[src/sv/two_pool_page_free_list_allocator_unit_assert.svh]
// Assertion macros shared by the page free list allocator modules.
// Each macro is a concurrent assertion on clk_i, off in reset, or else empty.
// Needs clk_i and rst_ni in the scope of the module that uses it.
`ifndef TWO_POOL_PAGE_FREE_LIST_ALLOCATOR_UNIT_ASSERT_SVH
`define TWO_POOL_PAGE_FREE_LIST_ALLOCATOR_UNIT_ASSERT_SVH
`ifndef SYNTHESIS
`define PFL_ASSERT(name, prop) \
  name: assert property (@(posedge clk_i) disable iff (!rst_ni) (prop)) \
    else $error("pfl assertion failed");
`define PFL_ASSERT_IMP(name, ante, cons) \
  name: assert property (@(posedge clk_i) disable iff (!rst_ni) (ante) |-> (cons)) \
    else $error("pfl implication failed");
`else
`define PFL_ASSERT(name, prop)
`define PFL_ASSERT_IMP(name, ante, cons)
`endif
`endif

[src/sv/pfl_ram.sv]
// Generic single-port synchronous RAM with a registered read.
// Standalone; used for both page stacks of the allocator.
`timescale 1ns / 1ps
`default_nettype none

module pfl_ram #(
  parameter int WIDTH = 8,
  parameter int DEPTH = 16,
  parameter int AW    = (DEPTH > 1) ? $clog2(DEPTH) : 1
) (
  input  wire logic             clk_i,
  input  wire logic             we_i,
  input  wire logic [AW-1:0]    addr_i,
  input  wire logic [WIDTH-1:0] wdata_i,
  output logic      [WIDTH-1:0] rdata_o
);

  logic [WIDTH-1:0] mem [DEPTH];

  always_ff @(posedge clk_i) begin
    if (we_i) begin
      mem[addr_i] <= wdata_i;
    end
    rdata_o <= mem[addr_i];
  end

endmodule

`default_nettype wire

[config.mk]
export PLATFORM = sky130hd
export DESIGN_NAME = pfl_ram
export DESIGN_NICKNAME = d
export VERILOG_FILES = /design/src/sv/two_pool_page_free_list_allocator_unit_assert.svh /design/src/sv/pfl_ram.sv
export SDC_FILE = /design/constraint.sdc
export NUM_CORES = 1
export LEC_CHECK = 0
export BUFFER_PORTS_ARGS = -buffer_cell sky130_fd_sc_hd__buf_4
export CAP_MARGIN = 25
export CORE_ASPECT_RATIO = 1.25
export CORE_MARGIN = 4
export CORE_UTILIZATION = 55
export CTS_BUF_LIST = sky130_fd_sc_hd__clkbuf_8
export DETAILED_ROUTE_END_ITERATION = 6
export PLACE_DENSITY = 0.72
export SYNTH_ARGS = -nofsm -noshare
export SYNTH_HDL_FRONTEND = slang
export SYNTH_SLANG_ARGS = --single-unit
[constraint.sdc]
create_clock -name clk_i -period 2.5 [get_ports clk_i]
set_clock_uncertainty 0.05 [all_clocks]
set_input_delay 0.5 -clock clk_i [delete_from_list [all_inputs] [get_ports clk_i]]
set_output_delay 0.5 -clock clk_i [all_outputs]
set_load 0.02 [all_outputs]
**Word-level counts from Yosys, hierarchy flattened**

Memories as Yosys holds them, arrays and structs flattened. A register that Yosys moved wholly into a read port is not among the register bits.
Index checks and enable logic that the tools add are counted.
W data, S select, Z words.

- Register bits after elaboration: 0
- Bits in latches: 0
- RAM bits: 128
- Memory bits (read-only): 0
- Input bits: 14
- Output and inout port bits: 8
- Logic and storage cells: 3
- Memories kept: 1

- Add/subtract/negate cells: 0
- $mul: 0
- Div/mod/pow operators: 0
- Order comparisons: 0
- Equality and inequality tests: 0
- Shift operators: 0
- Mux-type cells: 2
- Bitwise logic cells: 0
- Reductions and logical operators: 0

Memories:

| memory | words | bits a word | read ports | clocked after Yosys merged registers in | wr ports | RTL line | RTL |
|---|---|---|---|---|---|---|---|
| mem | 16 | 8 | 1 | 1 | 1 | pfl_ram.sv:18 | `logic [WIDTH-1:0] mem [DEPTH];` |

Operators with widths:

| operator | number |
|---|---|
| $mux W1 | 2 |

**Depth between registers and ports, before layout**

- Depth after elaboration: 2
- Depth in mapped cells: 5
- Mapped depth without buffers: 3

**Worst setup path before layout**

Ideal clock, no wire load.

- Path type: input to register
- From: in addr_i[2]
- To: mem mem[0][0], enable pin
- Setup time: 0.383 ns
- Arrival time: 1.610 ns
- Required time: 2.067 ns
- Slack: 0.457 ns
- Cell stages on the path: 2
- Path buffers: 0
- Path through: or3b_2 nor3_1

RTL lines:

| item | RTL line | RTL |
|---|---|---|
| from (decl) | pfl_ram.sv:13 | `input wire logic [AW-1:0] addr_i,` |
| to (decl) | pfl_ram.sv:18 |  |

Straight into the memory's write port.

**Worst setup path after layout**

- From: in addr_i[1]
- To: mem mem[13][5], enable pin

Straight into the memory's write port.

==> results_dict.tcl <==
set metrics [dict create \
    hold_path_class "input port to register" \
    cp_max_fo 22 \
    layout_min_cycle_time_ns 1.60 \
    clk_path_buf_depth 2 \
    cts_tree "done" \
    tightest_slew_ns 0.841 \
    hold_buffers 0 \
    wl_per_cell_um 22.1 \
    power_frac_clock 0.363 \
    cts_resized 0 \
    internal_power_w 0.00350 \
    cp_slowest_cell "nor2_1" \
    cts_root_buf "clkbuf_8" \
    end_kind "register" \
    crit_family "simple AND/OR/NAND/NOR gates" \
    place_inst 377 \
    critPathBufInv 1 \
    fin_crit_sh 0.641 \
    max_freq_mhz 624 \
    coreArea_um2 8840 \
    cp-start-kind "input port" \
    switchingPower_w 0.000923 \
    grt_use_met3 0.0681 \
    drcViolationCount 0 \
    syn_nets 244 \
    overflow 0 \
    ys_ff_latch 136 \
    cp_cell_sequence "buf_4, nand2b_1, nor2_1" \
    synth_cell_types 18 \
    firstDrtPassIters 4 \
    pwr-share-comb 0.059 \
    die_w_um 93.9 \
    leakage_nw 1.92 \
    fin_setup_tns_ns 0 \
    num_io_pins 22 \
    hold_viol 0 \
    cts_buffers 17 \
    slowest_delay_ns 0.66 \
    clk_pin_slew_ns 0.07 \
    grt_start_max_net_pins 24 \
    num_vias 2330 \
    setup_viol 0 \
    cp.required_ns 2.51 \
    drv_slew 0 \
    design_area_um2 5820 \
    p_per_area_nw_per_um2 761 \
    critPathArrivalTime_ns 1.61 \
    layout.nets 290 \
    grt_pass1_wl_um 14200 \
    r2r_slack_ns 1.11 \
    clk_latency_ns 0.44 \
    slew_headroom 0.437 \
    track_usage 0.190 \
    grt_pass1_vias 2480 \
    antenna_left 0 \
    swShare 0.208 \
    via_per_inst 5.70 \
    ys_seq_area_frac 0.790 \
    sequentialPowerShare 0.578 \
    start_util 0.573 \
    n_antenna_cell 0 \
    wirelength_um 9050 \
    post-cts-setup-buffers 0 \
    rsz0062_at_grt "no" \
    gp_congestion 0.721 \
    status "completed" \
    synth_area_per_cell_um2 22.0 \
    port_buffers 21 \
    place_area_um2 5460 \
    hpwlAfterDp_um 5980 \
    syn-instance-count 230 \
    die-area_um2 10800 \
    met1_usage 0.241 \
    die_y_um 115 \
    yosys_warnings 0 \
    crit_type "input port to register" \
    syn2layout_area_growth_pct 14.8 \
    instances_no_fill 409 \
    cts.sinks 136 \
    rows 38 \
    met2_usage 0.304 \
    ir_worst_vdd_mv 0.389 \
    htree_levels 4 \
    drive_above_1_share 0.346 \
    cap_viol_max_count 0 \
    antenna_found_initial 0 \
    busiest_layer "met2" \
    drt_iter0_markers 222 \
    syn_area_um2 5070 \
]
[cells in the final DEF, fill, tap and decap left out, types with 2 or more instances in the layout]
| master | instances |
|---|---|
| edfxtp_1 | 128 |
| buf_4 | 37 |
| mux4_2 | 32 |
| clkbuf_8 | 20 |
| a22oi_1 | 16 |
| nor2_1 | 13 |
| nand2_1 | 9 |
| dfxtp_1 | 8 |
| clkinv_2 | 5 |
| nor3_1 | 4 |
| clkinvlp_4 | 3 |
| inv_1 | 3 |
| nor2b_1 | 2 |
| nand3b_1 | 2 |
| nand2b_1 | 2 |
[through the flow]
step                 util  hold slack (ns)  power, W  setup slack, ns
floorplan               -            0.549   0.00276            0.457
global placement    0.617            0.603   0.00287            0.491
detailed placement  0.617            0.623   0.00288            0.419
CTS                 0.658            0.284   0.00447            0.902
global route        0.658            0.294   0.00459            0.812
finish              0.658            0.315   0.00443            0.898
[routing by layer]
metal	routed length (um)	part of all wire
met5	0	0
met4	129	0.014
met3	498	0.055
met2	4790	0.53
met1	3640	0.40
[cells in the mapped netlist]
master      n  share of area
edfxtp_1  128           0.76
mux4_2     32           0.14
a22oi_1    16          0.024
nor2_1     13         0.0096
nand2_1     9         0.0067
dfxtp_1     8          0.032
buf_1       4         0.0030
nor3_1      4         0.0040
buf_2       2         0.0020
buf_6       2         0.0044
clkbuf_1    2         0.0015
nand2b_1    2         0.0025
nand3b_1    2         0.0030
nor2b_1     2         0.0025
and2_1      1         0.0012
clkbuf_2    1        0.00099
nand3_1     1        0.00099
or3b_2      1         0.0017
[layout make-up]
class / count / area, um^2
well taps: 120 / 150
flip-flops and latches: 136 / 4000
clock buffers: 20 / 275
multi-input cells: 83 / 1000
repair buffers: 38 / 298
clock inverters: 12 / 88.8
fillers: 594 / 3020
[power groups by stage]
stage                     clock [W]  combinational (W)  sequential (W)
after floorplan                   0           0.000131         0.00263
after global placement            0           0.000261         0.00261
after detailed placement          0           0.000266         0.00261
after CTS                   0.00164           0.000267         0.00256
after global routing        0.00175           0.000284         0.00256
final                       0.00161           0.000261         0.00256
[registers in the layout (all words and copies together) (netlist names)]
register and cells:
mem 128, rdata_o 8
[path summary, 6_finish.rpt]
| kind | from | to | cells past startpoint |
|---|---|---|---|
| worst max-delay path | addr_i[1] | mem[13][5] | 3 |
| worst min-delay path | wdata_i[3] | mem[7][3] | 1 |
| worst max register to register | mem[3][1] | rdata_o[1] | 3 |
| worst min register to register | mem[12][2] | rdata_o[2] | 3 |
[kinds of logic after synthesis]
| group | after synthesis | share of synthesized area |
|---|---|---|
| flip-flops | 136 | 0.790 |
| multiplexers | 32 | 0.142 |
| buffers and inverters | 11 | 0.0119 |
| AND/OR/NAND/NOR | 35 | 0.0321 |
| AO/OA/AOI/OAI | 16 | 0.0237 |
Note: power is estimated with default switching activity, not from simulation.
