===== src/sv/two_pool_page_free_list_allocator_unit_assert.svh =====
// Assertion macros shared by the page free list allocator modules.
// Each macro is a concurrent assertion on clk_i, off in reset, or else empty.
// Needs clk_i and rst_ni in the scope of the module that uses it.
`ifndef TWO_POOL_PAGE_FREE_LIST_ALLOCATOR_UNIT_ASSERT_SVH
`define TWO_POOL_PAGE_FREE_LIST_ALLOCATOR_UNIT_ASSERT_SVH
`ifndef SYNTHESIS
`define PFL_ASSERT(name, prop) \
  name: assert property (@(posedge clk_i) disable iff (!rst_ni) (prop)) \
    else $error("pfl assertion failed");
`define PFL_ASSERT_IMP(name, ante, cons) \
  name: assert property (@(posedge clk_i) disable iff (!rst_ni) (ante) |-> (cons)) \
    else $error("pfl implication failed");
`else
`define PFL_ASSERT(name, prop)
`define PFL_ASSERT_IMP(name, ante, cons)
`endif
`endif


===== src/sv/pfl_pkg.sv =====
// Package of the page free list allocator: sizes, codes and shared types.
// Used by every module of the block but pfl_ram; depends on nothing.
`timescale 1ns / 1ps
`default_nettype none

package pfl_pkg;

  localparam int ADDR_W      = 40;
  localparam int SMALL_PAGES = 32768;
  localparam int SUPER_PAGES = 64;
  localparam int SMALL_SHIFT = 12;
  localparam int SUPER_SHIFT = 21;

  localparam int SMALL_PN_W  = ADDR_W - SMALL_SHIFT;
  localparam int SUPER_PN_W  = ADDR_W - SUPER_SHIFT;
  localparam int SMALL_AW    = (SMALL_PAGES > 1) ? $clog2(SMALL_PAGES) : 1;
  localparam int SUPER_AW    = (SUPER_PAGES > 1) ? $clog2(SUPER_PAGES) : 1;
  localparam int SMALL_TOP_W = $clog2(SMALL_PAGES + 1);
  localparam int SUPER_TOP_W = $clog2(SUPER_PAGES + 1);

  localparam int APB_AW = 5;
  localparam int APB_DW = 64;

  typedef enum logic [2:0] {
    MODE_ALLOC_SMALL = 3'd0,
    MODE_FREE_SMALL  = 3'd1,
    MODE_ALLOC_SUPER = 3'd2,
    MODE_FREE_SUPER  = 3'd3,
    MODE_INIT        = 3'd4
  } pfl_mode_e;

  typedef enum logic [1:0] {
    ST_OK    = 2'd0,
    ST_EMPTY = 2'd1,
    ST_BAD   = 2'd2
  } pfl_status_e;

  typedef enum logic [1:0] {
    REG_SMALL_START = 2'd0,
    REG_SUPER_BASE  = 2'd1,
    REG_PHYS_TOP    = 2'd2
  } pfl_reg_e;

  typedef enum logic [1:0] {
    S_IDLE,
    S_READ,
    S_INIT
  } pfl_state_e;

  typedef struct packed {
    logic [ADDR_W-1:0] small_start;
    logic [ADDR_W-1:0] super_base;
    logic [ADDR_W-1:0] phys_top;
  } pfl_cfg_t;

  typedef struct packed {
    logic [ADDR_W-1:0] page_address;
    pfl_status_e       status;
  } pfl_result_t;

  typedef struct packed {
    logic                  we;
    logic [SMALL_AW-1:0]   addr;
    logic [SMALL_PN_W-1:0] wdata;
  } pfl_small_req_t;

  typedef struct packed {
    logic                  we;
    logic [SUPER_AW-1:0]   addr;
    logic [SUPER_PN_W-1:0] wdata;
  } pfl_super_req_t;

endpackage

`default_nettype wire


===== src/sv/pfl_out_buf.sv =====
// Output register plus one skid entry for the result channel.
// Depends on pfl_pkg for the result type and the assertion header.
`timescale 1ns / 1ps
`default_nettype none
`include "two_pool_page_free_list_allocator_unit_assert.svh"

module pfl_out_buf (
  input  wire logic                          clk_i,
  input  wire logic                          rst_ni,
  input  wire logic                          res_valid_i,
  input  wire pfl_pkg::pfl_result_t          res_i,
  output logic                               room_o,
  output logic                               out_valid_o,
  input  wire logic                          out_ready_i,
  output logic      [pfl_pkg::ADDR_W-1:0]    page_address_o,
  output logic      [1:0]                    status_o
);

  logic                 out_valid_q, out_valid_d;
  logic                 skid_valid_q, skid_valid_d;
  pfl_pkg::pfl_result_t out_q, out_d;
  pfl_pkg::pfl_result_t skid_q, skid_d;

  assign room_o         = !skid_valid_q;
  assign out_valid_o    = out_valid_q;
  assign page_address_o = out_q.page_address;
  assign status_o       = out_q.status;

  // A new result only arrives while the skid entry is empty.
  always_comb begin
    out_valid_d  = out_valid_q;
    skid_valid_d = skid_valid_q;
    out_d        = out_q;
    skid_d       = skid_q;
    if (out_valid_q && out_ready_i) begin
      if (skid_valid_q) begin
        out_d        = skid_q;
        skid_valid_d = 1'b0;
      end else begin
        out_valid_d = 1'b0;
      end
    end
    if (res_valid_i) begin
      if (!out_valid_q || out_ready_i) begin
        out_d       = res_i;
        out_valid_d = 1'b1;
      end else begin
        skid_d       = res_i;
        skid_valid_d = 1'b1;
      end
    end
  end

  always_ff @(posedge clk_i or negedge rst_ni) begin
    if (!rst_ni) begin
      out_valid_q  <= 1'b0;
      skid_valid_q <= 1'b0;
    end else begin
      out_valid_q  <= out_valid_d;
      skid_valid_q <= skid_valid_d;
    end
  end

  always_ff @(posedge clk_i) begin
    out_q  <= out_d;
    skid_q <= skid_d;
  end

  `PFL_ASSERT_IMP(a_skid_behind_out, skid_valid_q, out_valid_q)
  `PFL_ASSERT(a_no_res_into_full_skid, !(res_valid_i && skid_valid_q))
  `PFL_ASSERT_IMP(a_skid_fills_on_stall, $rose(skid_valid_q),
                  $past(out_valid_q && !out_ready_i))

endmodule

`default_nettype wire


===== config.mk =====
export PLATFORM = sky130hd
export DESIGN_NAME = pfl_out_buf
export DESIGN_NICKNAME = d
export VERILOG_FILES = /design/src/sv/pfl_pkg.sv /design/src/sv/pfl_out_buf.sv
export VERILOG_INCLUDE_DIRS = /design/src /design/src/sv
export SDC_FILE = /design/constraint.sdc
export NUM_CORES = 1
export LEC_CHECK = 0
export BUFFER_PORTS_ARGS = -buffer_cell sky130_fd_sc_hd__buf_2
export CAP_MARGIN = 20
export CELL_PAD_IN_SITES_DETAIL_PLACEMENT = 0
export CELL_PAD_IN_SITES_GLOBAL_PLACEMENT = 2
export CORE_AREA = 2 2 72 142
export DETAILED_ROUTE_END_ITERATION = 6
export DIE_AREA = 0 0 74 144
export PLACE_DENSITY_LB_ADDON = 0.2
export SKIP_LAST_GASP = 1
export SLEW_MARGIN = 5
export SYNTH_ARGS = -nofsm -noshare
export SYNTH_HDL_FRONTEND = slang
export SYNTH_SLANG_ARGS = --single-unit

===== constraint.sdc =====
create_clock -name clk_i -period 3.2 [get_ports clk_i]
set_clock_uncertainty 0.1 [all_clocks]
set_input_delay 0.48 -clock clk_i [delete_from_list [all_inputs] [get_ports clk_i]]
set_output_delay 0.48 -clock clk_i [all_outputs]
set_load 0.03 [all_outputs]

=== Word level (Yosys, flattened, before mapping) ===
Index checks and enable logic that the tools add are counted.

* Bits of input ports: 46
* Memories kept: 0
* Bits in registers: 86
* ROM bits: 0
* Memory bits (writable): 0
* Output and inout bits: 44
* Bits in latches: 0

* $add $sub $neg: 0
* Bitwise operators: 1
* Reductions and logical operators: 5
* Order comparisons: 0
* Eq/ne operators: 0
* Div/mod/pow operators: 0
* Mux-type cells: 11
* $mul: 0
* Shift-type cells: 0

{| class="wikitable"
|+ Operator list
! operator !! number
|-
| 42-bit 2-to-1 mux || 4
|-
| 1-bit 2-to-1 mux || 7
|-
| 1-bit logical NOT || 2
|-
| 2-bit AND reduction || 1
|-
| 1-bit logical AND || 1
|-
| 1-bit logical OR || 1
|-
| 1-bit NOT || 1
|}

=== Depth between registers and ports, before layout ===
* Depth in word-level cells: 4
* Mapped depth: 5
* Depth with buffers taken out: 3

=== Worst setup path after synthesis ===
OpenSTA, ideal clock, no wires.

* Kind: register to register
* From: reg out_valid_q (netlist: out_valid_o)
* To: reg skid_q[0] in the netlist's numbering, enable pin
* Clock period less this slack: 2971 ps
* Stages on the path, launching flop included: 3
* Data required time: 2659 ps
* Arrival: 2430 ps
* Setup slack: 229 ps
* Path through: dfrtp_1 nand2_1 nor2_1

* Cells in the longest elaborated chain, start to end: 4

{| class="wikitable"
|+ Ends and longest elaborated chain
! item !! line !! text
|-
| start: declaration || pfl_out_buf.sv:19 || <nowiki>logic out_valid_q, out_valid_d;</nowiki>
|-
| start signal: assignment || pfl_out_buf.sv:59 || <nowiki>out_valid_q <= out_valid_d;</nowiki>
|-
| 1-bit logical NOT || pfl_out_buf.sv:44 || <nowiki>if (!out_valid_q || out_ready_i) begin</nowiki>
|-
| 1-bit logical OR || pfl_out_buf.sv:44 ||
|-
| 1-bit NOT (no line) || - ||
|-
| 2-bit AND reduction (no line) || - ||
|-
| end signal: assignment || pfl_out_buf.sv:66 || <nowiki>skid_q <= skid_d;</nowiki>
|-
| end: declaration || pfl_out_buf.sv:22 || <nowiki>pfl_pkg::pfl_result_t skid_q, skid_d;</nowiki>
|}

Every way passes these cells.
A chain may end at the register's enable or synchronous reset.

==> out/results.ini <==
[placement]
gp_congestion=0.677
hpwlAfterDp_um=4400
placedCellCount=404
io_buffers=89

[min_path]
hold_class=input port to flop
hold_path_depth=1

[synthesis]
netlist_area_um2=3560
ys_seq_elements=86
syn_nets=234
synth_cells=188
yosys_warnings=0
seq_area_frac_synth_pct=60.5
yosysUniqueCellTypes=16
syn_area_per_cell_um2=18.9

[grt]
grt-ovfl-total=0
track_usage_pct=13.2
antenna_found_initial=1
grt_pass1_wl_um=10300
grt_max_degree=43
grt_pass1_vias=1991

[floorplan]
die_area_um2=10700
io_pins=90
die-width_um=74
start_util_pct=36.9
core.rowCount=51
die_h_um=144
fp.coreArea_um2=9640

[sta]
max_freq_mhz=513
hold_violations=0
finalSetupTns_ns=0
holdWs_ns=0.239
finalSetupViolCount=0
slew_violations=0
worst_slew_margin_rel_pct=53.8
rsz0062_at_grt=false
min_period_ns=1.95
tightest_slew_ns=0.692
period_share_pct=61.0

[power_and_ir_drop]
power.density_nw_per_um2=749
ir_drop_uv=453
power_leakage_nw=2.00

[clock_tree]
clock-sinks=86
clkTransAtPathRegs_ns=0.06
clockBufferDepth=2
cts-root-buf=clkbuf_16
cts_tree=built
post-cts-setup-buffers=0
clk_latency_ns=0.33
cts_resized=0
htree_levels=3
hold_buffers=1
cts_buffers=9

[worst_setup_path]
worst-path-stages=4
cp-startpoint=out_valid_o
r2r_end=status_o[0]
rr_worst_depth=4
reg2reg_from=out_valid_o
path_buf_inv=1
crit_fanout=18
crit_type=flop to flop
path_delay_family=multiplexers
reg2reg_slack_ns=1.25
cp_data_required_time_ns=3.31
cp-start-kind=flop
worst_ep_arrival_time_ns=2.07
critPathSlowestCell=dfrtp_1
endpoint=status_o[0]
crit_path_end_kind=flop
cp_slowest_stage_delay_ns=0.40
cp_common_cell=mux2_2
crit_path_cell_trace=and3_2 > buf_4 > mux2_2 > mux2_2

[cells_and_area]
drive_above_1_share_pct=67.8
synthToLayoutAreaGrowth_pct=25.7
final_common_cell=buf_2
stdcell_count=421
layout_common_cells=89 x buf_2, 80 x mux2_4, 42 x dfxtp_1, 42 x edfxtp_1, 9 x clkbuf_16
finalNetCount=330
diodes=0

[status]
run_status=completed

[detailed_routing]
drt_iter0_drc=73
ant_nets=0
firstDrtPassIters=4
routed_wl_um=6670
vias_per_cell=4.43
drc=0
vias=1865
wl_per_cell_um=15.8

[run]
drv_cap=0

-- where the power goes --
part / leakage (nW) / switching (mW) / internal (mW)
Combinational: 1.07 / 0.415 / 0.421
Sequential: 0.767 / 0.0699 / 1.30
Clock: 0.166 / 0.398 / 0.747
Total: 2.00 / 0.883 / 2.47
-- synthesized netlist by cell type --
cell      number  share of area (%)
nor2_1         1               0.11
o21ai_2        1               0.25
inv_1          2               0.21
a21oi_1        1               0.14
edfxtp_1      42                 35
buf_2          4               0.56
or2_2          1               0.18
a22oi_1        1               0.21
nand2_1        1               0.11
mux2_4        80                 34
dfxtp_1       42                 24
buf_6          1               0.32
dfrtp_1        2                1.4
buf_12         4                2.3
and3_1         1               0.18
mux2_2         4                1.3
-- registers in the layout, summed over array words and instances (netlist names) --
register and count:
skid_valid_q 1, page_address_o 40, status_o 2, out_valid_o 1, skid_q 42
-- logic make-up after synthesis --
kind of cell	synth area share (%)
AOI/OAI and AO/OA	0.598
DFF	60.5
buffers and inverters	3.34
and+or+nand+nor	0.563
muxes	35.0
-- per-layer routing --
layer | global-route usage [%] | share of wire [%] | vias up
li1 | - | - | 884
met1 | 16.0 | 43 | 899
met3 | 4.88 | 6.3 | 11
met4 | 5.45 | 0.93 | 2
met2 | 20.9 | 50 | 69
met5 | 0 | 0.19 | -
-- stage by stage --
step | util [%] | total power [mW] | cell area (um2) | worst slack, ns
after CTS | 46.4 | 3.40 | 4470 | 1.24
after floorplan | - | 2.04 | 3560 | 0.229
final | 46.4 | 3.35 | 4470 | 1.25
after global routing | 46.4 | 3.51 | 4470 | 1.13
after detailed placement | 42.9 | 2.24 | 4130 | 0.980
after global placement | 42.9 | 2.23 | 4130 | 0.985
-- cell type report --
class,instances,area [um2]
clock inverters,3,65.1
fillers,861,5160
repair buffers,94,510
clock buffers,13,270
well taps,132,165
flip-flops and latches,86,2150
multi-input cells,91,1300
inverters,2,7.51
-- worst min path at each step --
stage / startpoint / endpoint / slack, ns
after floorplan: rst_ni / out_valid_o / 0.08
after global placement: rst_ni / out_valid_o / 0.17
after detailed placement: rst_ni / skid_valid_q / 0.17
after CTS: res_i[30] / skid_q[30] / 0.22
after global routing: res_i[21] / skid_q[21] / 0.21
final: res_i[30] / skid_q[30] / 0.24
(Power assumes the default switching activity.)
