**config.mk**
```make
export PLATFORM = sky130hd
export DESIGN_NAME = pfl_ctrl
export DESIGN_NICKNAME = d
export VERILOG_FILES = /design/src/sv/pfl_pkg.sv /design/src/sv/pfl_ctrl.sv
export VERILOG_INCLUDE_DIRS = /design/src /design/src/sv
export SDC_FILE = /design/constraint.sdc
export NUM_CORES = 1
export LEC_CHECK = 0
export BUFFER_PORTS_ARGS = -buffer_cell sky130_fd_sc_hd__clkbuf_2
export CORE_MARGIN = 5
export CORE_UTILIZATION = 55
export DETAILED_ROUTE_END_ITERATION = 8
export PLACE_DENSITY = 0.84
export REMOVE_ABC_BUFFERS = 1
export SLEW_MARGIN = 30
export SYNTH_ARGS = -nofsm -noshare
export SYNTH_HDL_FRONTEND = slang
export SYNTH_SLANG_ARGS = --single-unit
```
**constraint.sdc**
```tcl
create_clock -name clk_i -period 5.3 [get_ports clk_i]
set_input_delay 0.265 -clock clk_i [delete_from_list [all_inputs] [get_ports clk_i]]
set_output_delay 0.265 -clock clk_i [all_outputs]
set_load 0.02 [all_outputs]
```
**src/sv/two_pool_page_free_list_allocator_unit_assert.svh**
```systemverilog
// Assertion macros shared by the page free list allocator modules.
// Each macro is a concurrent assertion on clk_i, off in reset, or else empty.
// Needs clk_i and rst_ni in the scope of the module that uses it.
`ifndef TWO_POOL_PAGE_FREE_LIST_ALLOCATOR_UNIT_ASSERT_SVH
`define TWO_POOL_PAGE_FREE_LIST_ALLOCATOR_UNIT_ASSERT_SVH
`ifndef SYNTHESIS
`define PFL_ASSERT(name, prop) \
  name: assert property (@(posedge clk_i) disable iff (!rst_ni) (prop)) \
    else $error("pfl assertion failed");
`define PFL_ASSERT_IMP(name, ante, cons) \
  name: assert property (@(posedge clk_i) disable iff (!rst_ni) (ante) |-> (cons)) \
    else $error("pfl implication failed");
`else
`define PFL_ASSERT(name, prop)
`define PFL_ASSERT_IMP(name, ante, cons)
`endif
`endif

```
**src/sv/pfl_pkg.sv**
```systemverilog
// Package of the page free list allocator: sizes, codes and shared types.
// Used by every module of the block but pfl_ram; depends on nothing.
`timescale 1ns / 1ps
`default_nettype none

package pfl_pkg;

  localparam int ADDR_W      = 40;
  localparam int SMALL_PAGES = 32768;
  localparam int SUPER_PAGES = 64;
  localparam int SMALL_SHIFT = 12;
  localparam int SUPER_SHIFT = 21;

  localparam int SMALL_PN_W  = ADDR_W - SMALL_SHIFT;
  localparam int SUPER_PN_W  = ADDR_W - SUPER_SHIFT;
  localparam int SMALL_AW    = (SMALL_PAGES > 1) ? $clog2(SMALL_PAGES) : 1;
  localparam int SUPER_AW    = (SUPER_PAGES > 1) ? $clog2(SUPER_PAGES) : 1;
  localparam int SMALL_TOP_W = $clog2(SMALL_PAGES + 1);
  localparam int SUPER_TOP_W = $clog2(SUPER_PAGES + 1);

  localparam int APB_AW = 5;
  localparam int APB_DW = 64;

  typedef enum logic [2:0] {
    MODE_ALLOC_SMALL = 3'd0,
    MODE_FREE_SMALL  = 3'd1,
    MODE_ALLOC_SUPER = 3'd2,
    MODE_FREE_SUPER  = 3'd3,
    MODE_INIT        = 3'd4
  } pfl_mode_e;

  typedef enum logic [1:0] {
    ST_OK    = 2'd0,
    ST_EMPTY = 2'd1,
    ST_BAD   = 2'd2
  } pfl_status_e;

  typedef enum logic [1:0] {
    REG_SMALL_START = 2'd0,
    REG_SUPER_BASE  = 2'd1,
    REG_PHYS_TOP    = 2'd2
  } pfl_reg_e;

  typedef enum logic [1:0] {
    S_IDLE,
    S_READ,
    S_INIT
  } pfl_state_e;

  typedef struct packed {
    logic [ADDR_W-1:0] small_start;
    logic [ADDR_W-1:0] super_base;
    logic [ADDR_W-1:0] phys_top;
  } pfl_cfg_t;

  typedef struct packed {
    logic [ADDR_W-1:0] page_address;
    pfl_status_e       status;
  } pfl_result_t;

  typedef struct packed {
    logic                  we;
    logic [SMALL_AW-1:0]   addr;
    logic [SMALL_PN_W-1:0] wdata;
  } pfl_small_req_t;

  typedef struct packed {
    logic                  we;
    logic [SUPER_AW-1:0]   addr;
    logic [SUPER_PN_W-1:0] wdata;
  } pfl_super_req_t;

endpackage

`default_nettype wire

```
**src/sv/pfl_ctrl.sv**
```systemverilog
// Sequencer of the allocator: top counters, stack accesses and the init walk.
// Depends on pfl_pkg and the assertion header; drives both stack RAMs.
`timescale 1ns / 1ps
`default_nettype none
`include "two_pool_page_free_list_allocator_unit_assert.svh"

module pfl_ctrl (
  input  wire logic                              clk_i,
  input  wire logic                              rst_ni,
  input  wire pfl_pkg::pfl_cfg_t                 cfg_i,
  input  wire logic                              in_valid_i,
  output logic                                   in_ready_o,
  input  wire logic [2:0]                        mode_i,
  input  wire logic [pfl_pkg::ADDR_W-1:0]        address_i,
  input  wire logic                              res_room_i,
  output logic                                   res_valid_o,
  output pfl_pkg::pfl_result_t                   res_o,
  output pfl_pkg::pfl_small_req_t                small_req_o,
  input  wire logic [pfl_pkg::SMALL_PN_W-1:0]    small_rdata_i,
  output pfl_pkg::pfl_super_req_t                super_req_o,
  input  wire logic [pfl_pkg::SUPER_PN_W-1:0]    super_rdata_i
);

  localparam int STW = pfl_pkg::SMALL_TOP_W;
  localparam int UTW = pfl_pkg::SUPER_TOP_W;
  localparam int SPW = pfl_pkg::SMALL_PN_W + 1;
  localparam int UPW = pfl_pkg::SUPER_PN_W + 1;
  localparam int AW  = pfl_pkg::ADDR_W;
  localparam int SS  = pfl_pkg::SMALL_SHIFT;
  localparam int US  = pfl_pkg::SUPER_SHIFT;

  pfl_pkg::pfl_state_e state_q, state_d;
  logic [STW-1:0]      small_top_q, small_top_d, small_top_dec;
  logic [UTW-1:0]      super_top_q, super_top_d, super_top_dec;
  logic [SPW-1:0]      small_pn_q, small_pn_d, small_first, small_lim;
  logic [UPW-1:0]      super_pn_q, super_pn_d, super_first, super_lim;
  logic                sel_super_q, sel_super_d;
  logic                in_fire;
  logic                small_go, super_go;
  logic                small_free_ok, super_free_ok;

  assign in_ready_o = (state_q == pfl_pkg::S_IDLE) && res_room_i;
  assign in_fire    = in_valid_i && in_ready_o;

  assign small_top_dec = small_top_q - STW'(1);
  assign super_top_dec = super_top_q - UTW'(1);

  // First page of each pool is its lower bound rounded up to the page size.
  assign small_first = SPW'(cfg_i.small_start[AW-1:SS]) + SPW'(|cfg_i.small_start[SS-1:0]);
  assign super_first = UPW'(cfg_i.super_base[AW-1:US]) + UPW'(|cfg_i.super_base[US-1:0]);
  assign small_lim   = SPW'(cfg_i.super_base[AW-1:SS]);
  assign super_lim   = UPW'(cfg_i.phys_top[AW-1:US]);

  assign small_go = (small_top_q < STW'(pfl_pkg::SMALL_PAGES)) && (small_pn_q < small_lim);
  assign super_go = (super_top_q < UTW'(pfl_pkg::SUPER_PAGES)) && (super_pn_q < super_lim);

  assign small_free_ok = (address_i[SS-1:0] == '0) && (address_i >= cfg_i.small_start) &&
                         (address_i < cfg_i.super_base) &&
                         (small_top_q < STW'(pfl_pkg::SMALL_PAGES));
  assign super_free_ok = (address_i[US-1:0] == '0) && (address_i >= cfg_i.super_base) &&
                         (address_i < cfg_i.phys_top) &&
                         (super_top_q < UTW'(pfl_pkg::SUPER_PAGES));

  always_comb begin
    state_d = state_q;
    case (state_q)
      pfl_pkg::S_IDLE: begin
        if (in_fire) begin
          if ((mode_i == pfl_pkg::MODE_ALLOC_SMALL && small_top_q != '0) ||
              (mode_i == pfl_pkg::MODE_ALLOC_SUPER && super_top_q != '0)) begin
            state_d = pfl_pkg::S_READ;
          end else if (mode_i == pfl_pkg::MODE_INIT) begin
            state_d = pfl_pkg::S_INIT;
          end
        end
      end
      pfl_pkg::S_READ: state_d = pfl_pkg::S_IDLE;
      pfl_pkg::S_INIT: begin
        if (!small_go && !super_go) begin
          state_d = pfl_pkg::S_IDLE;
        end
      end
      default: state_d = pfl_pkg::S_IDLE;
    endcase
  end

  always_comb begin
    res_valid_o  = 1'b0;
    res_o        = '0;
    small_req_o  = '0;
    super_req_o  = '0;
    small_top_d  = small_top_q;
    super_top_d  = super_top_q;
    small_pn_d   = small_pn_q;
    super_pn_d   = super_pn_q;
    sel_super_d  = sel_super_q;
    res_o.status = pfl_pkg::ST_OK;
    case (state_q)
      pfl_pkg::S_IDLE: begin
        if (in_fire) begin
          case (mode_i)
            pfl_pkg::MODE_ALLOC_SMALL: begin
              sel_super_d = 1'b0;
              if (small_top_q != '0) begin
                small_top_d      = small_top_dec;
                small_req_o.addr = small_top_dec[pfl_pkg::SMALL_AW-1:0];
              end else begin
                res_valid_o  = 1'b1;
                res_o.status = pfl_pkg::ST_EMPTY;
              end
            end
            pfl_pkg::MODE_ALLOC_SUPER: begin
              sel_super_d = 1'b1;
              if (super_top_q != '0) begin
                super_top_d      = super_top_dec;
                super_req_o.addr = super_top_dec[pfl_pkg::SUPER_AW-1:0];
              end else begin
                res_valid_o  = 1'b1;
                res_o.status = pfl_pkg::ST_EMPTY;
              end
            end
            pfl_pkg::MODE_FREE_SMALL: begin
              res_valid_o = 1'b1;
              if (small_free_ok) begin
                small_req_o.we    = 1'b1;
                small_req_o.addr  = small_top_q[pfl_pkg::SMALL_AW-1:0];
                small_req_o.wdata = address_i[AW-1:SS];
                small_top_d       = small_top_q + STW'(1);
              end else begin
                res_o.status = pfl_pkg::ST_BAD;
              end
            end
            pfl_pkg::MODE_FREE_SUPER: begin
              res_valid_o = 1'b1;
              if (super_free_ok) begin
                super_req_o.we    = 1'b1;
                super_req_o.addr  = super_top_q[pfl_pkg::SUPER_AW-1:0];
                super_req_o.wdata = address_i[AW-1:US];
                super_top_d       = super_top_q + UTW'(1);
              end else begin
                res_o.status = pfl_pkg::ST_BAD;
              end
            end
            pfl_pkg::MODE_INIT: begin
              small_top_d = '0;
              super_top_d = '0;
              small_pn_d  = small_first;
              super_pn_d  = super_first;
            end
            default: res_valid_o = 1'b1;
          endcase
        end
      end
      pfl_pkg::S_READ: begin
        res_valid_o = 1'b1;
        if (sel_super_q) begin
          res_o.page_address = {super_rdata_i, {US{1'b0}}};
        end else begin
          res_o.page_address = {small_rdata_i, {SS{1'b0}}};
        end
      end
      pfl_pkg::S_INIT: begin
        // Both pools fill side by side, one page of each per cycle.
        if (small_go) begin
          small_req_o.we    = 1'b1;
          small_req_o.addr  = small_top_q[pfl_pkg::SMALL_AW-1:0];
          small_req_o.wdata = small_pn_q[pfl_pkg::SMALL_PN_W-1:0];
          small_top_d       = small_top_q + STW'(1);
          small_pn_d        = small_pn_q + SPW'(1);
        end
        if (super_go) begin
          super_req_o.we    = 1'b1;
          super_req_o.addr  = super_top_q[pfl_pkg::SUPER_AW-1:0];
          super_req_o.wdata = super_pn_q[pfl_pkg::SUPER_PN_W-1:0];
          super_top_d       = super_top_q + UTW'(1);
          super_pn_d        = super_pn_q + UPW'(1);
        end
        if (!small_go && !super_go) begin
          res_valid_o = 1'b1;
        end
      end
      default: res_valid_o = 1'b0;
    endcase
  end

  always_ff @(posedge clk_i or negedge rst_ni) begin
    if (!rst_ni) begin
      state_q     <= pfl_pkg::S_IDLE;
      small_top_q <= '0;
      super_top_q <= '0;
    end else begin
      state_q     <= state_d;
      small_top_q <= small_top_d;
      super_top_q <= super_top_d;
    end
  end

  always_ff @(posedge clk_i) begin
    small_pn_q  <= small_pn_d;
    super_pn_q  <= super_pn_d;
    sel_super_q <= sel_super_d;
  end

  `PFL_ASSERT(a_small_top_range, small_top_q <= STW'(pfl_pkg::SMALL_PAGES))
  `PFL_ASSERT(a_super_top_range, super_top_q <= UTW'(pfl_pkg::SUPER_PAGES))
  `PFL_ASSERT_IMP(a_read_gives_result, state_q == pfl_pkg::S_READ, res_valid_o)
  `PFL_ASSERT_IMP(a_result_has_room, res_valid_o, res_room_i)

endmodule

`default_nettype wire

```
Word-level counts from Yosys, hierarchy flattened
Cells that the tools add are included.

Register bits: 75. Latch bits: 0. RAM bits: 0. Memory bits (read-only): 0. Bits of input ports: 214. Logic and storage cells: 129. Memories kept: 0.

$add $sub $neg: 8. Multipliers: 0. Divide/modulo/power cells: 0. Magnitude comparators: 8. Eq/ne operators: 18. Shifts and indexed selects: 0. Mux-type cells: 57. Bitwise operators: 0. Reductions and logical operators: 32.

Operators by type and width (count): 2-to-1 mux 44 bit (3); case mux 44 bit (2 select lines) (1); 2-to-1 mux 29 bit (3); greater-or-equal comparator 40 bit (2); < comparator 40 bit (2); 2-to-1 mux 40 bit (2); 2-to-1 mux 26 bit (3); 2-to-1 mux 16 bit (4); 2-to-1 mux 20 bit (3); case mux 29 bit (2 select lines) (1); case mux 26 bit (2 select lines) (1); case mux 16 bit (3 select lines) (1); case mux 20 bit (2 select lines) (1); case mux 16 bit (2 select lines) (1); case mux 15 bit (2 select lines) (1); adder 28 x 1 -> 29 bit (1); adder 29 x 1 -> 29 bit, second input constant (1); < comparator 29 x 28 -> 1 bit (1); 2-to-1 mux 28 bit (1); 2-to-1 mux 7 bit (4); logical NOT 21 bit (1); case mux 7 bit (3 select lines) (1); OR reduction 21 bit (1); adder 19 x 1 -> 20 bit (1); other kinds (43) (82).

Longest topological paths before layout
Gate-level depths: netlist of the first run.

Depth in word-level cells: 8. Depth in mapped cells: 12.

Worst setup path after synthesis of the first run
Ideal clock, no wire load.

Path type: register to register. Start point: reg small_pn_q[7]. End point: reg small_pn_q[0], enable pin. Arrival time: 4030 ps. Data required time: 4845 ps. Slack: 815 ps. Stages on the path, launching flop included: 8. Path buffers: 0. Clock period less this slack: 4485 ps. Path through: edfxtp_1 > ha_1 > a21o_1 > a221o_1 > a2111oi_2 > o211ai_2 > a21o_1 > o21ai_0.

Word-level cells in the longest chain between the ends: 4.

RTL lines: from (decl) (line pfl_ctrl.sv:35) `logic [SPW-1:0] small_pn_q, small_pn_d, small_first, small_lim;`; from (signal assigned) (line pfl_ctrl.sv:199) `small_pn_q <= small_pn_d;`; < comparator 29 x 28 -> 1 bit (line pfl_ctrl.sv:54) `assign small_go = (small_top_q < STW'(pfl_pkg::SMALL_PAGES)) && (small_pn_q < small_lim);`; logical AND 1 bit (line pfl_ctrl.sv:54); inequality test 2 bit (no source line); AND reduction 4 bit (no source line).

Every way passes these cells. A chain may end at the register's enable or synchronous reset.

==> results of run 1 <==
==> routing by layer <==
metal	GRT usage, %	part of all wire [%]
met1	43.0	40
met5	0	0
met4	12.8	3.9
met2	52.4	45
met3	6.06	11
==> worst max path at each step <==
stage                  startpoint         endpoint  slack (ns)  cells after the start
floorplan               cfg_i[61]  super_req_o[21]        0.76                     10
global placement    address_i[39]  small_req_o[35]        1.25                     12
detailed placement  address_i[39]  small_req_o[29]        1.15                     12
CTS                    cfg_i[116]  small_req_o[29]        1.15                     13
global route           cfg_i[117]  small_req_o[35]        0.95                     13
finish              address_i[39]  small_req_o[29]        1.09                     12
==> cell type report <==
class,count,area share (%)
Inverter,145,4.02
Sequential cell,75,15.7
Clock inverter,3,0.166
Timing Repair Buffer,330,12.5
Multi-Input combinational cell,1228,63.1
Tap cell,270,2.50
Clock buffer,13,2.01
==> power by group through the flow <==
stage          sequential [mW]  combinational (mW)  clock (mW)
2_1_floorplan            0.847               0.725           0
3_3_place_gp             0.906                1.04           0
3_5_place_dp             0.907                1.07           0
4_1_cts                  0.895                1.08       0.630
5_1_grt                  0.920                1.21       0.657
6_report                 0.903                1.10       0.630
==> flip-flops by register name, indices dropped and copies added, names as in the netlist <==
signal	flops
small_pn_q	29
super_top_q	7
small_top_q	16
sel_super_q	1
super_pn_q	20
state_q	2
==> logic make-up (layout without fill, tap and decap cells) <==
kind of cell    after synthesis  count (layout)
other cells                   1              12
simple gates                556             556
xor+xnor                     88              88
buf+inv                     217             491
compound gates              370             370
flops                        75              75
fa+ha+maj                   176             176
mux                          26              26
==> layout by cell type (no fill, tap or decap), drive strengths merged, types with 19 or more instances in the layout <==
master	count
and3	20
nand4	37
nor2	117
a32o	19
inv	145
nand3	63
dfrtp	25
nand2	176
edfxtp	50
a31oi	21
xnor2	71
nor3	47
a21oi	71
ha	176
mux2i	23
nor4	25
a21o	23
o21ai	122
clkbuf	328
==> repair_timing <==
action,CTS,global route
endpoints found under the setup margin,0,0
hold endpoints to repair,25,0
hold buffers,1,0
gates resized for setup,0,0
==> worst min-delay path, delay by kind of cell <==
family          cells  cell delay [ns]
compound gates      1             0.12
buf+inv             1             0.11
xor+xnor            1             0.07
==> results.md, run 1 <==
- Reg2reg path depth: 9
- Worst r2r src: small_pn_q[7]$_DFFE_PP_
- Max-slew violation count: 0
- Max-Cap Viols: 0
- Global-route wire length before repair: 63300 um
- Fin crit share: 79.5%
- Initial antenna violation count: 0
- Status: completed
- Crit-path leading delay family: simple AND/OR/NAND/NOR gates
- Core area: 0.0204 sq mm
- Pin count of the biggest net entering global routing: 72
- CP cell instances: clkbuf_2 -> ha_1 -> nand4_1 -> nor4_1 -> nand2_1 -> a211oi_1 -> nor3_1 -> nor4_4 -> buf_4 -> or2_2 -> o2bb2ai_1 -> clkbuf_2
- Finished Core Util: 66.5%
- Die Ht: 154 um
- Main synth FF type: edfxtp_1
- Hold WS: 0.330 ns
- Yosys cell types: 80
- Seq cells post-synth: 75
- Reg2Reg Setup Slack: roughly 1.7 ns
- Share of total power in combinational logic: 41.7%
- Synth Area in Simple Gates: 23.3%
- Clock net sink count: 75
- Final Instance Area: approximately 0.014 sq mm
- Total gr overflow: 0
- EDFF count, synth: 50
- Vias in the first global route: 12000
- Compound-Gate Fraction of Synth Area: between 20% and 30%
- Starting Density: between 50% and 60%
- PD cells: 194 mW/mm^2
- Avg Synthesized Cell Area: 7.60 sq um
- Arr. time, crit path: roughly 4.0 ns
- Maximum fanout along the worst path: 15
- Die Wd: 154 um
- Clock power frac: 23.9%
- Antenna viol nets, final: 0
- Net Sw Frac: 42.6%
- CTS tree: yes
- Largest cells by area after synthesis: ha_1 (19%), edfxtp_1 (13%), nand2_1 (5.8%)
- Mux share of post-synthesis cell area: 2.33%
- Clock root buffer: clkbuf_16
- RSZ-0062 raised after global routing: no
- Residual DRC: 0
- Largest family of logic cells by synthesized area: simple AND/OR/NAND/NOR gates
- Total Routed Length: 40700 um
- Wire per inst: 19.7 um
- Input/output buffers: between 300 and 400
- IO Pins: around 330
- Max H-tree Level: 3
- Vias post-DR: 12800
- Seq/Total Area, Yosys: 18.5%
- CTS Buf Count: 9
- Worst vdd ir: around 0.16 mV
- Placed inst area: 0.0132 sq mm
- Post-CTS setup buffers: 0
- Multi-input gate area: 0.00854 sq mm
- Sum of buffers and inverters on the critical path: 3
- Startpoint types: input pin
- Final Critical Period: 4.21 ns
- TritonRoute pass-1 iters: 8
- CP max-delay cell: nor4_4
- Reg power frac: 34.3%
- Xor/xnor share of the synthesized area: roughly 6.7%
- Nets: 2179
- Cells after DPL: 2047
- Pre-CTS setup slack: 1.15 ns
- Lkg Pwr: approximately 6.5 nW
- Worst path required time: 5.04 ns
- Clock Tree Buf Depth: 2
- RR Endpoint: small_top_q[3]$_DFFE_PN0P_
- Final Skew: 0.0103 ns
- Share of the synthesized area in the top cell type: 19.2%
- Worst Setup Slack, final: 1.09 ns
- P_int: between 1.5 and 2 mW
- Crit. End Element: output port
- Post-DP HPWL: 32700 um
- Ys Warns: 0
- Post-Synthesis Cells: around 1500
- Crit Path Class: in -> out
- Register Area: 0.00213 sq mm
- Rel. slew slack: about two fifths
- Fillcell total: 1717
- Total Power: 2.63 mW
- Area delta synth->final: 18.0%
- Max incr delay on CP: 0.70 ns
- Switching pwr: 1.12 mW
- Hold endpoint: super_pn_q[18]$_DFFE_PP_
- Most frequent cells after synthesis: ha_1 (176), nand2_1 (176), inv_1 (145)
- Post-Layout Cell Count: between 2000 and 2500
- Antenna Cells: 0
- GR Util All Layers: 32.5%
- Share of layout cells above drive strength 1: 21.0%
- Worst-skew pair later-pin latency: 0.35 ns
- Synthesized area: 0.0115 sq mm
- Synth async-reset ratio: 33.3%
- DIE AREA: 0.0238 sq mm
- HP Class: in -> reg
- Hold Fails Final Rpt: 0
- RD Place Congestion: around 1
- Setup TNS: 0 ns
- Yosys top cell by area: ha_1
- Min-delay src: cfg_i[79]
- Post-Synth Adder-Cell Area: 19.2%
- Peak Freq: 0.237 GHz
- Vias per cell: 6.22
- DR iter-0 viols: 1372
- Critical path's most frequent cell: clkbuf_2
- Setup-failing EPs final: 0
- Worst-Margin Slew: between 0.9 and 1 ns
- Worst hold stages: 3
- FP Rows: 52
- Clock-pin slew on the worst setup and hold paths: approximately 0.07 ns
(Power assumes the default switching activity.)
==> run 2: changes to the inputs <==
==> constraint.sdc (replaced) <==
create_clock -name clk_i -period 3.9 [get_ports clk_i]
set_input_delay 0.195 -clock clk_i [delete_from_list [all_inputs] [get_ports clk_i]]
set_output_delay 0.195 -clock clk_i [all_outputs]
set_load 0.02 [all_outputs]
==> results.md, run 2 (synthesized netlist as in run 1, its figures left out) <==
- Status: completed
- Vias per cell: 6.28
- Fillcell total: between 1500 and 2000
- Worst vdd ir: 0.219 mV
- Die Ht: ~150 um
- Finished Core Util: ~67%
- RD Place Congestion: 1.03
- Post-Layout Cell Count: 2075
- Final Critical Period: ~3.8 ns
- Worst-skew pair later-pin latency: between 0.3 and 0.4 ns
- Rel. slew slack: 36.0%
- Total Power: between 3 and 4 mW
- Multi-input gate area: 0.00853 sq mm
- Core area: 0.0204 sq mm
- Starting Density: 56.3%
- CP cell instances: ha_1 -> a21o_1 -> a221o_1 -> a2111oi_2 -> o211ai_2 -> a211oi_4 -> buf_4 -> nand2_1 -> o21ai_1 -> clkbuf_2
- Clock net sink count: 75
- Antenna Cells: 0
- Register Area: around 0.0021 sq mm
- Max-slew violation count: 0
- Crit-path leading delay family: compound AO/OA/AOI/OAI gates
- Hold Fails Final Rpt: 0
- Largest register FFs: 29
- TritonRoute pass-1 iters: 5
- Global-route wire length before repair: 63500 um
- Post-CTS Resized: 0
- Pin count of the biggest net entering global routing: 71
- Worst path required time: 3.70 ns
- Wire per inst: 19.8 um
- FP Rows: 52
- Post-DP HPWL: 33200 um
- Startpoint types: register
- Share of layout cells above drive strength 1: a little over a fifth
- Lkg Pwr: 6.52 nW
- CP max-delay cell: edfxtp_1
- Peak Freq: 0.261 GHz
- Max-Cap Viols: 0
- Nets: 2190
- RSZ-0062 raised after global routing: no
- Worst-Margin Slew: between 0.9 and 1 ns
- Post-CTS setup buffers: 0
- Die Wd: about 150 um
- Clock Tree Buf Depth: 2
- Vias in the first global route: 12100
- Crit. End Element: output port
- Total gr overflow: 0
- Hold Buf Count CTS: 1
- DR iter-0 viols: roughly 1500
- Setup TNS: 0 ns
- Arr. time, crit path: ~3.6 ns
- GR Util All Layers: 32.7%
- Input/output buffers: 315
- Setup-failing EPs final: 0
- Clock-pin slew on the worst setup and hold paths: 0.06 ns
- Crit Path Class: reg -> out
- Sum of buffers and inverters on the critical path: 2
- Final Skew: 0.00973 ns
- Area delta synth->final: 18.6%
- Clock root buffer: clkbuf_16
- Largest regs: small_pn_q x29, super_pn_q x20, small_top_q x16
- Fin crit share: 98.1%
- Hold WS: 0.269 ns
- Max H-tree Level: 3
- Max incr delay on CP: 0.47 ns
- Cells after DPL: 2058
- Residual DRC: 0
- HP Class: in -> reg
- CTS tree: yes
- Largest Register: small_pn_q
- Maximum fanout along the worst path: 28
- DIE AREA: 0.0238 sq mm
- Vias post-DR: 13000
- Initial antenna violation count: 1
- IO Pins: 328
- PD cells: 263 mW/mm^2
- Commonest cells after routing, fill and taps aside: clkbuf_2 (315), nand2_1 (176), ha_1 (176), inv_1 (145), nor2_1 (117)
- Total Routed Length: 41100 um
- Antenna viol nets, final: 0
- Commonest non-fill, non-tap cell in the layout: clkbuf_2
- CTS Buf Count: 9
-- run 2: cell count changes in the layout (fill, tap and decap cells not counted), sizes merged --
cell,before,now
bufinv,0,1
buf,14,25
clkinv,3,5
clkbuf,328,325
-- run 2: per-stage QoR --
| step | cell area [sq um] | setup WS (ns) |
|---|---|---|
| after CTS | 13600 | 0.165 |
| after global placement | 13300 | 0.411 |
| after global routing | 13600 | 0.00606 |
| after detailed placement | 13300 | 0.280 |
| after floorplan | 11200 | -0.585 |
| final | 13600 | 0.0753 |
-- run 2: path summary, 6_finish.rpt --
| kind | startpoint | slack (ns) | end | depth (start not counted) |
|---|---|---|---|---|
| setup reg to reg | small_pn_q[7]$_DFFE_PP_ | 0.32 | small_top_q[3]$_DFFE_PN0P_ | 9 |
| max in group asynchronous | rst_ni | 2.99 | super_top_q[2]$_DFFE_PN0P_ | 2 |
| hold reg to reg | small_top_q[11]$_DFFE_PN0P_ | 0.66 | small_top_q[11]$_DFFE_PN0P_ | 1 |
| setup / recovery | small_pn_q[7]$_DFFE_PP_ | 0.08 | small_req_o[16] | 10 |
| hold / removal | cfg_i[119] | 0.27 | small_pn_q[27]$_DFFE_PP_ | 3 |
| min in group asynchronous | rst_ni | 0.44 | small_top_q[8]$_DFFE_PN0P_ | 2 |
-- run 2: layer usage --
| layer | wire length, um | vias up | GRT usage (%) |
|---|---|---|---|
| met5 | 11 | - | 0 |
| met4 | 1520 | 2 | 12.4 |
| met3 | 4350 | 121 | 5.73 |
| met2 | 18600 | 810 | 53.4 |
| met1 | 16600 | 6029 | 43.2 |
| li1 | - | 6063 | - |
-- run 2: layout make-up --
| class | count | area share (%) |
|---|---|---|
| clock buffer | 10 | 1.68 |
| clock inverter | 6 | 0.414 |
| inverter | 145 | 4.00 |
| multi-input combinational | 1228 | 62.7 |
| sequential | 75 | 15.6 |
| tap | 270 | 2.48 |
| timing repair buffer | 341 | 13.1 |
-- run 2: where the power goes --
group | switching [mW] | internal [mW]
logic | 0.903 | 0.607
clock network | 0.358 | 0.491
registers | 0.263 | 0.961
total | 1.52 | 2.06
-- run 2: worst min-delay path, delay by kind of cell --
| family | cells | cell delay (ns) |
|---|---|---|
| buffers and inverters | 1 | 0.10 |
| multiplexers | 1 | 0.12 |
| XOR/XNOR | 1 | 0.07 |
